===== src/sv/mpf_pkg.sv =====
package mpf_pkg;

   // Panel geometry and font shape.
   localparam int COLUMNS      = 128;
   localparam int PAGES        = 4;
   localparam int GLYPH_WIDTH  = 6;
   localparam int FONT_COLS    = 6;
   localparam int FONT_ENTRIES = 39;
   localparam int STORE_SIZE   = COLUMNS * PAGES;
   localparam int STORE_ADDR_W = $clog2(STORE_SIZE);
   localparam int COL_SUM_W    = 9;
   localparam int CNT_W        = 3;
   localparam int FRAME_CMDS   = 4;

   // Operation codes of the op field.
   localparam logic [2:0] OP_SET    = 3'd0;
   localparam logic [2:0] OP_CLEAR  = 3'd1;
   localparam logic [2:0] OP_INVERT = 3'd2;
   localparam logic [2:0] OP_PRINT  = 3'd3;
   localparam logic [2:0] OP_FETCH  = 3'd4;

   // Panel command bytes sent ahead of a column 0 fetch.
   localparam logic [7:0] CMD_PAGE_ADDR = 8'h22;
   localparam logic [7:0] CMD_COL_LOW   = 8'h00;
   localparam logic [7:0] CMD_COL_HIGH  = 8'h10;

   // Character to font entry mapping.
   localparam logic [7:0] CHAR_DOT    = 8'h2e;
   localparam logic [7:0] CHAR_COLON  = 8'h3a;
   localparam logic [7:0] CHAR_ZERO   = 8'h30;
   localparam logic [7:0] CHAR_NINE   = 8'h39;
   localparam logic [7:0] CHAR_A      = 8'h41;
   localparam logic [7:0] CHAR_Z      = 8'h5a;
   localparam logic [7:0] DIGIT_BIAS  = CHAR_ZERO - 8'd2;
   localparam logic [7:0] ALPHA_BIAS  = CHAR_A - 8'd13;
   localparam logic [5:0] GLYPH_BLANK = 6'd0;
   localparam logic [5:0] GLYPH_DOT   = 6'd1;
   localparam logic [5:0] GLYPH_COLON = 6'd12;

   // One row per entry, font column 0 in the top byte.
   localparam logic [FONT_COLS*8-1:0] FONT_TABLE [FONT_ENTRIES] = '{
      48'h000000000000, 48'h000002000000, 48'h003c4a523c00, 48'h00227e020000,
      48'h00264a522600, 48'h002442522c00, 48'h007010107e00, 48'h006452524c00,
      48'h003c52520c00, 48'h004046487000, 48'h002c52522c00, 48'h00304a4a3c00,
      48'h000024000000, 48'h003e50503e00, 48'h007e52522c00, 48'h003c42422400,
      48'h007e42423c00, 48'h007e52524200, 48'h007e50500000, 48'h003c424a0c00,
      48'h007e10107e00, 48'h00427e420000, 48'h000402027c00, 48'h007e10284600,
      48'h007e02020200, 48'h007e2010207e, 48'h007e20107e00, 48'h003c42423c00,
      48'h007e50502000, 48'h003c42443a00, 48'h007e50502e00, 48'h002452524c00,
      48'h0040407e4040, 48'h007c02027c00, 48'h00601c021c60, 48'h007e0408047e,
      48'h004628102846, 48'h0040201e2040, 48'h00464a526200
   };

   typedef enum logic [2:0] {
      ST_INIT,
      ST_IDLE,
      ST_READ,
      ST_WRITE,
      ST_CLEAR,
      ST_FRAME,
      ST_FETCH_OUT
   } state_type;

   typedef enum logic [1:0] {
      ALU_ZERO,
      ALU_PIXEL,
      ALU_INVERT,
      ALU_OR
   } alu_op_type;

   typedef struct packed {
      logic [2:0] op;
      logic [6:0] column;
      logic [4:0] row;
      logic [1:0] page;
      logic       pixel_value;
      logic [7:0] char_code;
   } req_type;

   typedef struct packed {
      logic [7:0] out_byte;
      logic       is_data;
      logic       last;
   } rsp_type;

   typedef struct packed {
      logic                    wr_en;
      logic [STORE_ADDR_W-1:0] addr;
      alu_op_type              alu_op;
      logic [7:0]              operand;
      logic                    bit_val;
   } store_ctrl_type;

   function automatic logic [STORE_ADDR_W-1:0] store_addr(
      input logic [COL_SUM_W-1:0] col,
      input logic [2:0]           page
   );
      return STORE_ADDR_W'(int'(col) * PAGES + int'(page));
   endfunction

   function automatic logic [5:0] glyph_index(input logic [7:0] ch);
      logic [5:0] g;
      g = GLYPH_BLANK;
      if (ch == CHAR_DOT) begin
         g = GLYPH_DOT;
      end else if (ch == CHAR_COLON) begin
         g = GLYPH_COLON;
      end else if (ch >= CHAR_ZERO && ch <= CHAR_NINE) begin
         g = 6'(ch - DIGIT_BIAS);
      end else if (ch >= CHAR_A && ch <= CHAR_Z) begin
         g = 6'(ch - ALPHA_BIAS);
      end
      return g;
   endfunction

   function automatic logic [7:0] glyph_column(
      input logic [5:0]       g,
      input logic [CNT_W-1:0] i
   );
      logic [7:0] bits;
      bits = 8'h00;
      if (int'(i) < FONT_COLS) begin
         bits = FONT_TABLE[g][(FONT_COLS - 1 - int'(i)) * 8 +: 8];
      end
      return bits;
   endfunction

   function automatic logic [7:0] bit_mirror(input logic [7:0] b);
      logic [7:0] r;
      for (int k = 0; k < 8; k++) begin
         r[7 - k] = b[k];
      end
      return r;
   endfunction

   function automatic logic [7:0] frame_cmd(
      input logic [1:0] idx,
      input logic [1:0] page
   );
      logic [7:0] b;
      case (idx)
         2'd0: b = CMD_PAGE_ADDR;
         2'd1: b = 8'(page);
         2'd2: b = CMD_COL_LOW;
         default: b = CMD_COL_HIGH;
      endcase
      return b;
   endfunction

endpackage


===== src/sv/mpf_store.sv =====
module mpf_store (
   input  logic                   clock,
   input  mpf_pkg::store_ctrl_type ctrl,
   output logic [7:0]             rd_data
);

   logic [7:0] mem [mpf_pkg::STORE_SIZE];
   logic [7:0] rd_data_ff;
   logic [7:0] wr_data;

   // Byte modify unit shared by every read-modify-write and the clearing sweeps.
   always_comb begin
      case (ctrl.alu_op)
         mpf_pkg::ALU_ZERO:   wr_data = 8'h00;
         mpf_pkg::ALU_PIXEL:  wr_data = (rd_data_ff & ~ctrl.operand) |
                                        (ctrl.bit_val ? ctrl.operand : 8'h00);
         mpf_pkg::ALU_INVERT: wr_data = ~rd_data_ff;
         mpf_pkg::ALU_OR:     wr_data = rd_data_ff | ctrl.operand;
         default:             wr_data = 8'h00;
      endcase
   end

   always_ff @(posedge clock) begin
      if (ctrl.wr_en) begin
         mem[ctrl.addr] <= wr_data;
      end
   end

   always_ff @(posedge clock) begin
      rd_data_ff <= mem[ctrl.addr];
   end

   assign rd_data = rd_data_ff;

endmodule


===== src/sv/mono_page_framebuffer.sv =====
// Page-ordered monochrome frame store of 128 columns by 4 pages, one byte per column
// per page, with bit k of a byte holding row page*8+k. An item is taken when start is
// high and busy is low; its results appear on rsp_item for one cycle each, marked by
// rsp_strobe, and must be taken as they come since the block cannot be held off.
// After reset the block is busy while it sweeps the store to zero.
// Every operation is built from one registered-read byte memory port and one shared
// byte modify unit, driven by a small sequencer, so an item is made of read and
// write steps: a set pixel reads and rewrites its byte; a glyph reads and writes
// each drawn column; a store clear writes every byte; an invert reads and writes
// every byte; a fetch reads and sends its byte, at column 0 after four command
// beats. Unused codes, disabled inverts and out-of-range requests answer on the
// cycle after acceptance and leave busy low, so the next item may follow at once.
// The invert_enable register is written through csr_wr_en and csr_wr_data.
module mono_page_framebuffer (
   input  logic            clock,
   input  logic            reset,
   input  logic            start,
   output logic            busy,
   input  mpf_pkg::req_type req_item,
   output logic            rsp_strobe,
   output mpf_pkg::rsp_type rsp_item,
   input  logic            csr_wr_en,
   input  logic            csr_wr_data
);

   localparam logic [mpf_pkg::STORE_ADDR_W-1:0] LAST_ADDR =
      mpf_pkg::STORE_ADDR_W'(mpf_pkg::STORE_SIZE - 1);

   mpf_pkg::state_type state_ff, state_in;
   mpf_pkg::req_type   req_ff, req_in;
   mpf_pkg::rsp_type   rsp_ff, rsp_in;
   logic               rsp_strobe_ff, rsp_strobe_in;
   logic [mpf_pkg::STORE_ADDR_W-1:0] addr_ff, addr_in;
   logic [mpf_pkg::CNT_W-1:0]        cnt_ff, cnt_in;
   logic               invert_ff;

   mpf_pkg::store_ctrl_type store_ctrl;
   logic [7:0]              store_rdata;

   // Next glyph column and next glyph step, one wider than needed to catch the edge.
   logic [mpf_pkg::COL_SUM_W-1:0] glyph_col_next;
   logic [mpf_pkg::CNT_W:0]       cnt_next;

   assign glyph_col_next = mpf_pkg::COL_SUM_W'(req_ff.column) +
                           mpf_pkg::COL_SUM_W'(cnt_ff) + mpf_pkg::COL_SUM_W'(1);
   assign cnt_next = {1'b0, cnt_ff} + {{mpf_pkg::CNT_W{1'b0}}, 1'b1};

   mpf_store u_store (
      .clock   (clock),
      .ctrl    (store_ctrl),
      .rd_data (store_rdata)
   );

   // Register state, the latched item, the store pointer and the result register.
   always_ff @(posedge clock) begin
      if (reset) begin
         state_ff      <= mpf_pkg::ST_INIT;
         addr_ff       <= '0;
         cnt_ff        <= '0;
         rsp_strobe_ff <= 1'b0;
         invert_ff     <= 1'b0;
      end else begin
         state_ff      <= state_in;
         addr_ff       <= addr_in;
         cnt_ff        <= cnt_in;
         rsp_strobe_ff <= rsp_strobe_in;
         if (csr_wr_en) begin
            invert_ff <= csr_wr_data;
         end
      end
   end

   always_ff @(posedge clock) begin
      req_ff <= req_in;
      rsp_ff <= rsp_in;
   end

   // Sequencer: decodes an accepted item and then steps the shared store port.
   always_comb begin
      state_in           = state_ff;
      req_in             = req_ff;
      addr_in            = addr_ff;
      cnt_in             = cnt_ff;
      rsp_strobe_in      = 1'b0;
      rsp_in.out_byte    = 8'h00;
      rsp_in.is_data     = 1'b0;
      rsp_in.last        = 1'b1;
      store_ctrl.wr_en   = 1'b0;
      store_ctrl.addr    = addr_ff;
      store_ctrl.alu_op  = mpf_pkg::ALU_ZERO;
      store_ctrl.operand = 8'h00;
      store_ctrl.bit_val = 1'b0;

      case (state_ff)
         mpf_pkg::ST_INIT: begin
            // Power-on sweep: zero one byte a cycle, no beat at the end.
            store_ctrl.wr_en = 1'b1;
            if (addr_ff == LAST_ADDR) begin
               addr_in  = '0;
               state_in = mpf_pkg::ST_IDLE;
            end else begin
               addr_in = addr_ff + 1'b1;
            end
         end

         mpf_pkg::ST_IDLE: begin
            if (start) begin
               req_in = req_item;
               cnt_in = '0;
               case (req_item.op)
                  mpf_pkg::OP_SET: begin
                     if (int'(req_item.column) < mpf_pkg::COLUMNS &&
                         int'(req_item.row) < mpf_pkg::PAGES * 8) begin
                        addr_in  = mpf_pkg::store_addr(
                                      mpf_pkg::COL_SUM_W'(req_item.column),
                                      3'(req_item.row >> 3));
                        state_in = mpf_pkg::ST_READ;
                     end else begin
                        rsp_strobe_in = 1'b1;
                     end
                  end
                  mpf_pkg::OP_CLEAR: begin
                     addr_in  = '0;
                     state_in = mpf_pkg::ST_CLEAR;
                  end
                  mpf_pkg::OP_INVERT: begin
                     if (invert_ff) begin
                        addr_in  = '0;
                        state_in = mpf_pkg::ST_READ;
                     end else begin
                        rsp_strobe_in = 1'b1;
                     end
                  end
                  mpf_pkg::OP_PRINT: begin
                     if (int'(req_item.column) < mpf_pkg::COLUMNS &&
                         int'(req_item.page) < mpf_pkg::PAGES) begin
                        addr_in  = mpf_pkg::store_addr(
                                      mpf_pkg::COL_SUM_W'(req_item.column),
                                      3'(req_item.page));
                        state_in = mpf_pkg::ST_READ;
                     end else begin
                        rsp_strobe_in = 1'b1;
                     end
                  end
                  mpf_pkg::OP_FETCH: begin
                     if (int'(req_item.column) < mpf_pkg::COLUMNS &&
                         int'(req_item.page) < mpf_pkg::PAGES) begin
                        addr_in  = mpf_pkg::store_addr(
                                      mpf_pkg::COL_SUM_W'(req_item.column),
                                      3'(req_item.page));
                        state_in = (req_item.column == '0) ? mpf_pkg::ST_FRAME
                                                           : mpf_pkg::ST_READ;
                     end else begin
                        // Fetch off the panel answers with a single zero data byte.
                        rsp_strobe_in  = 1'b1;
                        rsp_in.is_data = 1'b1;
                     end
                  end
                  default: begin
                     rsp_strobe_in = 1'b1;
                  end
               endcase
            end
         end

         mpf_pkg::ST_READ: begin
            // The store latches the byte at addr_ff on this edge.
            state_in = (req_ff.op == mpf_pkg::OP_FETCH) ? mpf_pkg::ST_FETCH_OUT
                                                        : mpf_pkg::ST_WRITE;
         end

         mpf_pkg::ST_WRITE: begin
            store_ctrl.wr_en = 1'b1;
            state_in         = mpf_pkg::ST_IDLE;
            rsp_strobe_in    = 1'b1;
            case (req_ff.op)
               mpf_pkg::OP_SET: begin
                  store_ctrl.alu_op  = mpf_pkg::ALU_PIXEL;
                  store_ctrl.operand = 8'h01 << req_ff.row[2:0];
                  store_ctrl.bit_val = req_ff.pixel_value;
               end
               mpf_pkg::OP_INVERT: begin
                  store_ctrl.alu_op = mpf_pkg::ALU_INVERT;
                  if (addr_ff != LAST_ADDR) begin
                     addr_in       = addr_ff + 1'b1;
                     state_in      = mpf_pkg::ST_READ;
                     rsp_strobe_in = 1'b0;
                  end
               end
               mpf_pkg::OP_PRINT: begin
                  store_ctrl.alu_op  = mpf_pkg::ALU_OR;
                  store_ctrl.operand = mpf_pkg::bit_mirror(mpf_pkg::glyph_column(
                                          mpf_pkg::glyph_index(req_ff.char_code),
                                          cnt_ff));
                  // Stop after the last glyph column or at the right edge.
                  if (int'(cnt_next) < mpf_pkg::GLYPH_WIDTH &&
                      int'(glyph_col_next) < mpf_pkg::COLUMNS) begin
                     cnt_in        = mpf_pkg::CNT_W'(cnt_next);
                     addr_in       = mpf_pkg::store_addr(glyph_col_next,
                                                         3'(req_ff.page));
                     state_in      = mpf_pkg::ST_READ;
                     rsp_strobe_in = 1'b0;
                  end
               end
               default: begin
                  store_ctrl.wr_en = 1'b0;
               end
            endcase
         end

         mpf_pkg::ST_CLEAR: begin
            store_ctrl.wr_en = 1'b1;
            if (addr_ff == LAST_ADDR) begin
               addr_in       = '0;
               state_in      = mpf_pkg::ST_IDLE;
               rsp_strobe_in = 1'b1;
            end else begin
               addr_in = addr_ff + 1'b1;
            end
         end

         mpf_pkg::ST_FRAME: begin
            // Four command beats ahead of a column 0 fetch.
            rsp_strobe_in   = 1'b1;
            rsp_in.out_byte = mpf_pkg::frame_cmd(cnt_ff[1:0], req_ff.page);
            rsp_in.last     = 1'b0;
            cnt_in          = cnt_ff + 1'b1;
            if (int'(cnt_ff) == mpf_pkg::FRAME_CMDS - 1) begin
               state_in = mpf_pkg::ST_READ;
            end
         end

         mpf_pkg::ST_FETCH_OUT: begin
            rsp_strobe_in   = 1'b1;
            rsp_in.out_byte = store_rdata;
            rsp_in.is_data  = 1'b1;
            state_in        = mpf_pkg::ST_IDLE;
         end

         default: begin
            state_in = mpf_pkg::ST_IDLE;
         end
      endcase
   end

   assign busy       = (state_ff != mpf_pkg::ST_IDLE);
   assign rsp_strobe = rsp_strobe_ff;
   assign rsp_item   = rsp_ff;

   // An accepted item either keeps the block busy or answers on the next cycle.
   a_accept_progress: assert property (@(posedge clock) disable iff (reset)
      start && !busy |=> busy || rsp_strobe)
      else $error("accepted item neither started work nor answered");

   // Only the final beat of an item may show while the block is idle.
   a_idle_last: assert property (@(posedge clock) disable iff (reset)
      rsp_strobe && !rsp_item.last |-> busy)
      else $error("non-final beat while idle");

   // Data beats always close their item.
   a_data_last: assert property (@(posedge clock) disable iff (reset)
      rsp_strobe && rsp_item.is_data |-> rsp_item.last)
      else $error("data beat without last");

   // The store is never written while the block is idle.
   a_write_busy: assert property (@(posedge clock) disable iff (reset)
      store_ctrl.wr_en |-> busy)
      else $error("store write while idle");

endmodule


===== config.mk =====
export PLATFORM = sky130hd
export DESIGN_NAME = mono_page_framebuffer
export DESIGN_NICKNAME = d
export VERILOG_FILES = /design/src/sv/mpf_pkg.sv /design/src/sv/mpf_store.sv /design/src/sv/mono_page_framebuffer.sv
export SDC_FILE = /design/constraint.sdc
export NUM_CORES = 2
export LEC_CHECK = 0
export BUFFER_PORTS_ARGS = -buffer_cell sky130_fd_sc_hd__buf_4
export CORE_MARGIN = 3
export CORE_UTILIZATION = 47
export DETAILED_ROUTE_END_ITERATION = 10
export SLEW_MARGIN = 20
export SYNTH_ARGS = -nofsm -noshare
export SYNTH_HDL_FRONTEND = slang
export SYNTH_SLANG_ARGS = --single-unit

===== constraint.sdc =====
create_clock -name clock -period 36.9 [get_ports clock]
set_input_delay 1.845 -clock clock [delete_from_list [all_inputs] [get_ports clock]]
set_output_delay 1.845 -clock clock [all_outputs]
set_load 0.01 [all_outputs]

==> flow_metrics.env <==
export IMPL_wl_um=409000
export IMPL_max_freq_mhz=117
export IMPL_synthArstFlopShare_pct=0
export IMPL_cts_inserted_buffers=418
export IMPL_postLayoutCellArea_um2=182000
export IMPL_synth_flop_cell="edfxtp_1"
export IMPL_fillers=26200
export IMPL_final_layout_size_suffix_gt1_share_pct=28.0
export IMPL_num_rows=215
export IMPL_peakVddDrop_mv=0.0367
export IMPL_layout_nets=7452
export IMPL_cts_max_level=5
export IMPL_synthesis_nets=7298
export IMPL_vias=77100
export IMPL_yosysSeqAreaShare_pct=76.3
export IMPL_arrival_ns=9.13
export IMPL_setup_slack_ns=28.35
export IMPL_utilization_pct=52.9
export IMPL_ys_types=78
export IMPL_avgSynthCellArea_um2=22.5
export IMPL_clk_path_buf_depth=4
export IMPL_maxCapViolCount=0
export IMPL_multi_input_area_um2=36700
export IMPL_io_pins=43
export IMPL_syn_to_final_growth_pct=11.6
export IMPL_viasPerCell=6.27
export IMPL_crit_required_ns=37.48
export IMPL_clock_skew_ns=0.0569
export IMPL_clk_latency_ns=0.96
export IMPL_dpl_worst_slack_ns=28.24
export IMPL_drc=11
export IMPL_grt_antenna_before_repair=17
export IMPL_gp_congestion=0.871
export IMPL_rsz0062_at_grt="false"
export IMPL_p_total_mw=10.1
export IMPL_hold_start="invert_ff"
export IMPL_cp_end_kind="flip-flop"
export IMPL_synth_area_um2=163000
export IMPL_worstSetupStartpointType="flip-flop"
export IMPL_clk_pin_slew_worst_paths_ns=0.06
export IMPL_cts_tree="done"
export IMPL_violations="design-rule violations"
export IMPL_tightest_slew_ns=1.31
export IMPL_hold_class="flip-flop to flip-flop"
export IMPL_clock_root_buffer="clkbuf_16"
export IMPL_wl_per_cell_um=33.3
export IMPL_synth_edf_count=4120
export IMPL_path_class="flip-flop to flip-flop"
export IMPL_drt_iter0_drc=9879
export IMPL_syn_instance_count=7235
export IMPL_grt_pass1_wl_um=588000
export IMPL_placed_area_um2=168000
export IMPL_status="finished, violations left"
export IMPL_regArea_um2=124000
export IMPL_finalNonFillerCells=12300
export IMPL_grtUsageTotal_pct=23.0
export IMPL_final_setup_tns_ns=0
export IMPL_rr_startpoint="req_ff[2]"
export IMPL_cts_resized=0
export IMPL_clock_sinks=4155
export IMPL_synth_warnings=0
export IMPL_crit_fanout=97
export IMPL_leakage_nw=54.7
export IMPL_setup_viol=0
export IMPL_ant_nets=0
export IMPL_post_cts_buffers=0
export IMPL_ys_seq_elements=4155
export IMPL_die_y_um=595
export IMPL_period_needed_ns=8.55
export IMPL_slew_headroom_pct=12.6
export IMPL_dieArea_um2=354000
export IMPL_firstDrtPassIters=11
export IMPL_grt_overflow_total=0
export IMPL_grt_max_degree=232
export IMPL_powerDensity_nw_per_um2=55.6
export IMPL_startpoint="req_ff[2]"
export IMPL_fp_coreArea_um2=344000
export IMPL_start_util_pct=47.4
export IMPL_dp_cells=11500
export IMPL_holdBufCountCts=0
export IMPL_whs_ns=0.501
export IMPL_hold_violations=0
export IMPL_dp_hpwl_um=238000
export IMPL_die_x_um=595
export IMPL_grt_pass1_vias=77700
export IMPL_period_share_pct=23.2
export IMPL_io_buffer_count=42
export IMPL_final_max_slew_viol_count=0
path summary, 6_finish.rpt:
kind | to | slack, ns | cells after the start
max | u_store.mem[438][1] | 28.35 | 16
max reg2reg | u_store.mem[438][1] | 28.35 | 16
min reg2reg | invert_ff | 0.50 | 2
min | invert_ff | 0.50 | 2
registers in the layout (all words and copies together) (netlist names):
signal / flops
u_store.mem: 4096
req_ff: 24
rsp_item: 10
addr_ff: 9
u_store.rd_data: 8
cnt_ff: 3
state_ff: 3
invert_ff: 1
rsp_strobe: 1
synthesized netlist by cell type, types with 18 or more instances:
| library cell | count | area share, % |
|---|---|---|
| buf_4 | 41 | 0.19 |
| a21oi_1 | 63 | 0.19 |
| ha_1 | 31 | 0.24 |
| inv_1 | 28 | 0.064 |
| nor3_1 | 29 | 0.089 |
| edfxtp_1 | 4120 | 76 |
| nand3_1 | 59 | 0.18 |
| nor2b_1 | 18 | 0.069 |
| nand2_1 | 144 | 0.33 |
| mux2i_1 | 20 | 0.12 |
| clkbuf_1 | 225 | 0.52 |
| mux4_2 | 1319 | 18 |
| a31oi_1 | 26 | 0.10 |
| buf_1 | 42 | 0.097 |
| o21ai_0 | 65 | 0.20 |
| dfxtp_1 | 35 | 0.43 |
| nor2_1 | 578 | 1.3 |
| buf_6 | 32 | 0.22 |
| buf_2 | 103 | 0.32 |
cells in the final DEF (no fill, tap or decap), types with 8 or more instances in the layout:
| cell type | synthesis | final |
|---|---|---|
| edfxtp_1 | 4120 | 4120 |
| mux4_2 | 1319 | 1319 |
| nor2_1 | 578 | 558 |
| clkbuf_16 | 0 | 425 |
| buf_4 | 41 | 162 |
| nand2_1 | 144 | 128 |
| clkbuf_1 | 225 | 93 |
| clkinv_2 | 0 | 81 |
| clkinv_1 | 1 | 80 |
| a21oi_1 | 63 | 63 |
| o21ai_0 | 65 | 60 |
| nand3_1 | 59 | 59 |
| bufinv_16 | 0 | 43 |
| ha_1 | 31 | 31 |
| dfxtp_1 | 35 | 28 |
| inv_1 | 28 | 27 |
| nor3_1 | 29 | 26 |
| a31oi_1 | 26 | 26 |
| mux2i_1 | 20 | 19 |
| nor2_2 | 0 | 18 |
| nor2b_1 | 18 | 17 |
| nand2_4 | 0 | 16 |
| a211oi_1 | 15 | 15 |
| and3_1 | 15 | 15 |
| clkinvlp_4 | 0 | 13 |
| inv_6 | 0 | 11 |
| and2_1 | 12 | 11 |
| buf_12 | 1 | 11 |
| nand4_1 | 10 | 10 |
| a21o_1 | 10 | 10 |
| o221ai_1 | 9 | 9 |
| o21a_1 | 9 | 9 |
| a22o_1 | 8 | 8 |
| or3_1 | 8 | 8 |
| o2111ai_1 | 8 | 8 |
| clkbuf_8 | 0 | 8 |
critical path, cell delays in order, from the launching register on:
cell	delay (ns)
edfxtp_1	0.54
inv_1	0.19
ha_1	0.32
nand2_1	0.19
a21oi_1	0.12
o21ai_1	0.55
nand2_1	0.84
inv_1	1.04
nor2_1	0.19
o21bai_1	0.21
a221oi_1	0.30
a22oi_1	0.21
o21ai_4	0.17
buf_4	0.61
buf_4	0.93
buf_4	0.69
buf_4	0.78
layer usage:
metal | track usage (%) | wire length (um)
met1 | 33.6 | 167000
met2 | 35.9 | 196000
met3 | 4.44 | 34700
met4 | 6.29 | 11600
met5 | 0 | 13
power by group:
| part | switching [mW] | leakage, nW | total, mW | internal [mW] |
|---|---|---|---|---|
| clock network | 1.77 | 6.59 | 4.20 | 2.43 |
| registers | 0.0185 | 37.9 | 5.31 | 5.29 |
| logic | 0.396 | 10.2 | 0.610 | 0.215 |
| total | 2.19 | 54.7 | 10.1 | 7.93 |
kinds of logic after synthesis:
logic type / Yosys count / synth area share (%)
compound gates: 315 / 1.31
xor+xnor: 10 / 0.0537
fa+ha+maj: 32 / 0.250
buf+inv: 474 / 1.43
flops: 4155 / 76.3
mux: 1346 / 18.4
simple gates: 903 / 2.31
final cells by class:
type / count / share of cell area, %
Antenna cell: 6 / 0.00825
Clock buffer: 526 / 6.10
Clock inverter: 238 / 1.31
Inverter: 29 / 0.0626
Multi-Input combinational cell: 2606 / 20.2
Sequential cell: 4155 / 68.4
Tap cell: 4557 / 3.13
Timing Repair Buffer: 179 / 0.853
(Power assumes the default switching activity.)
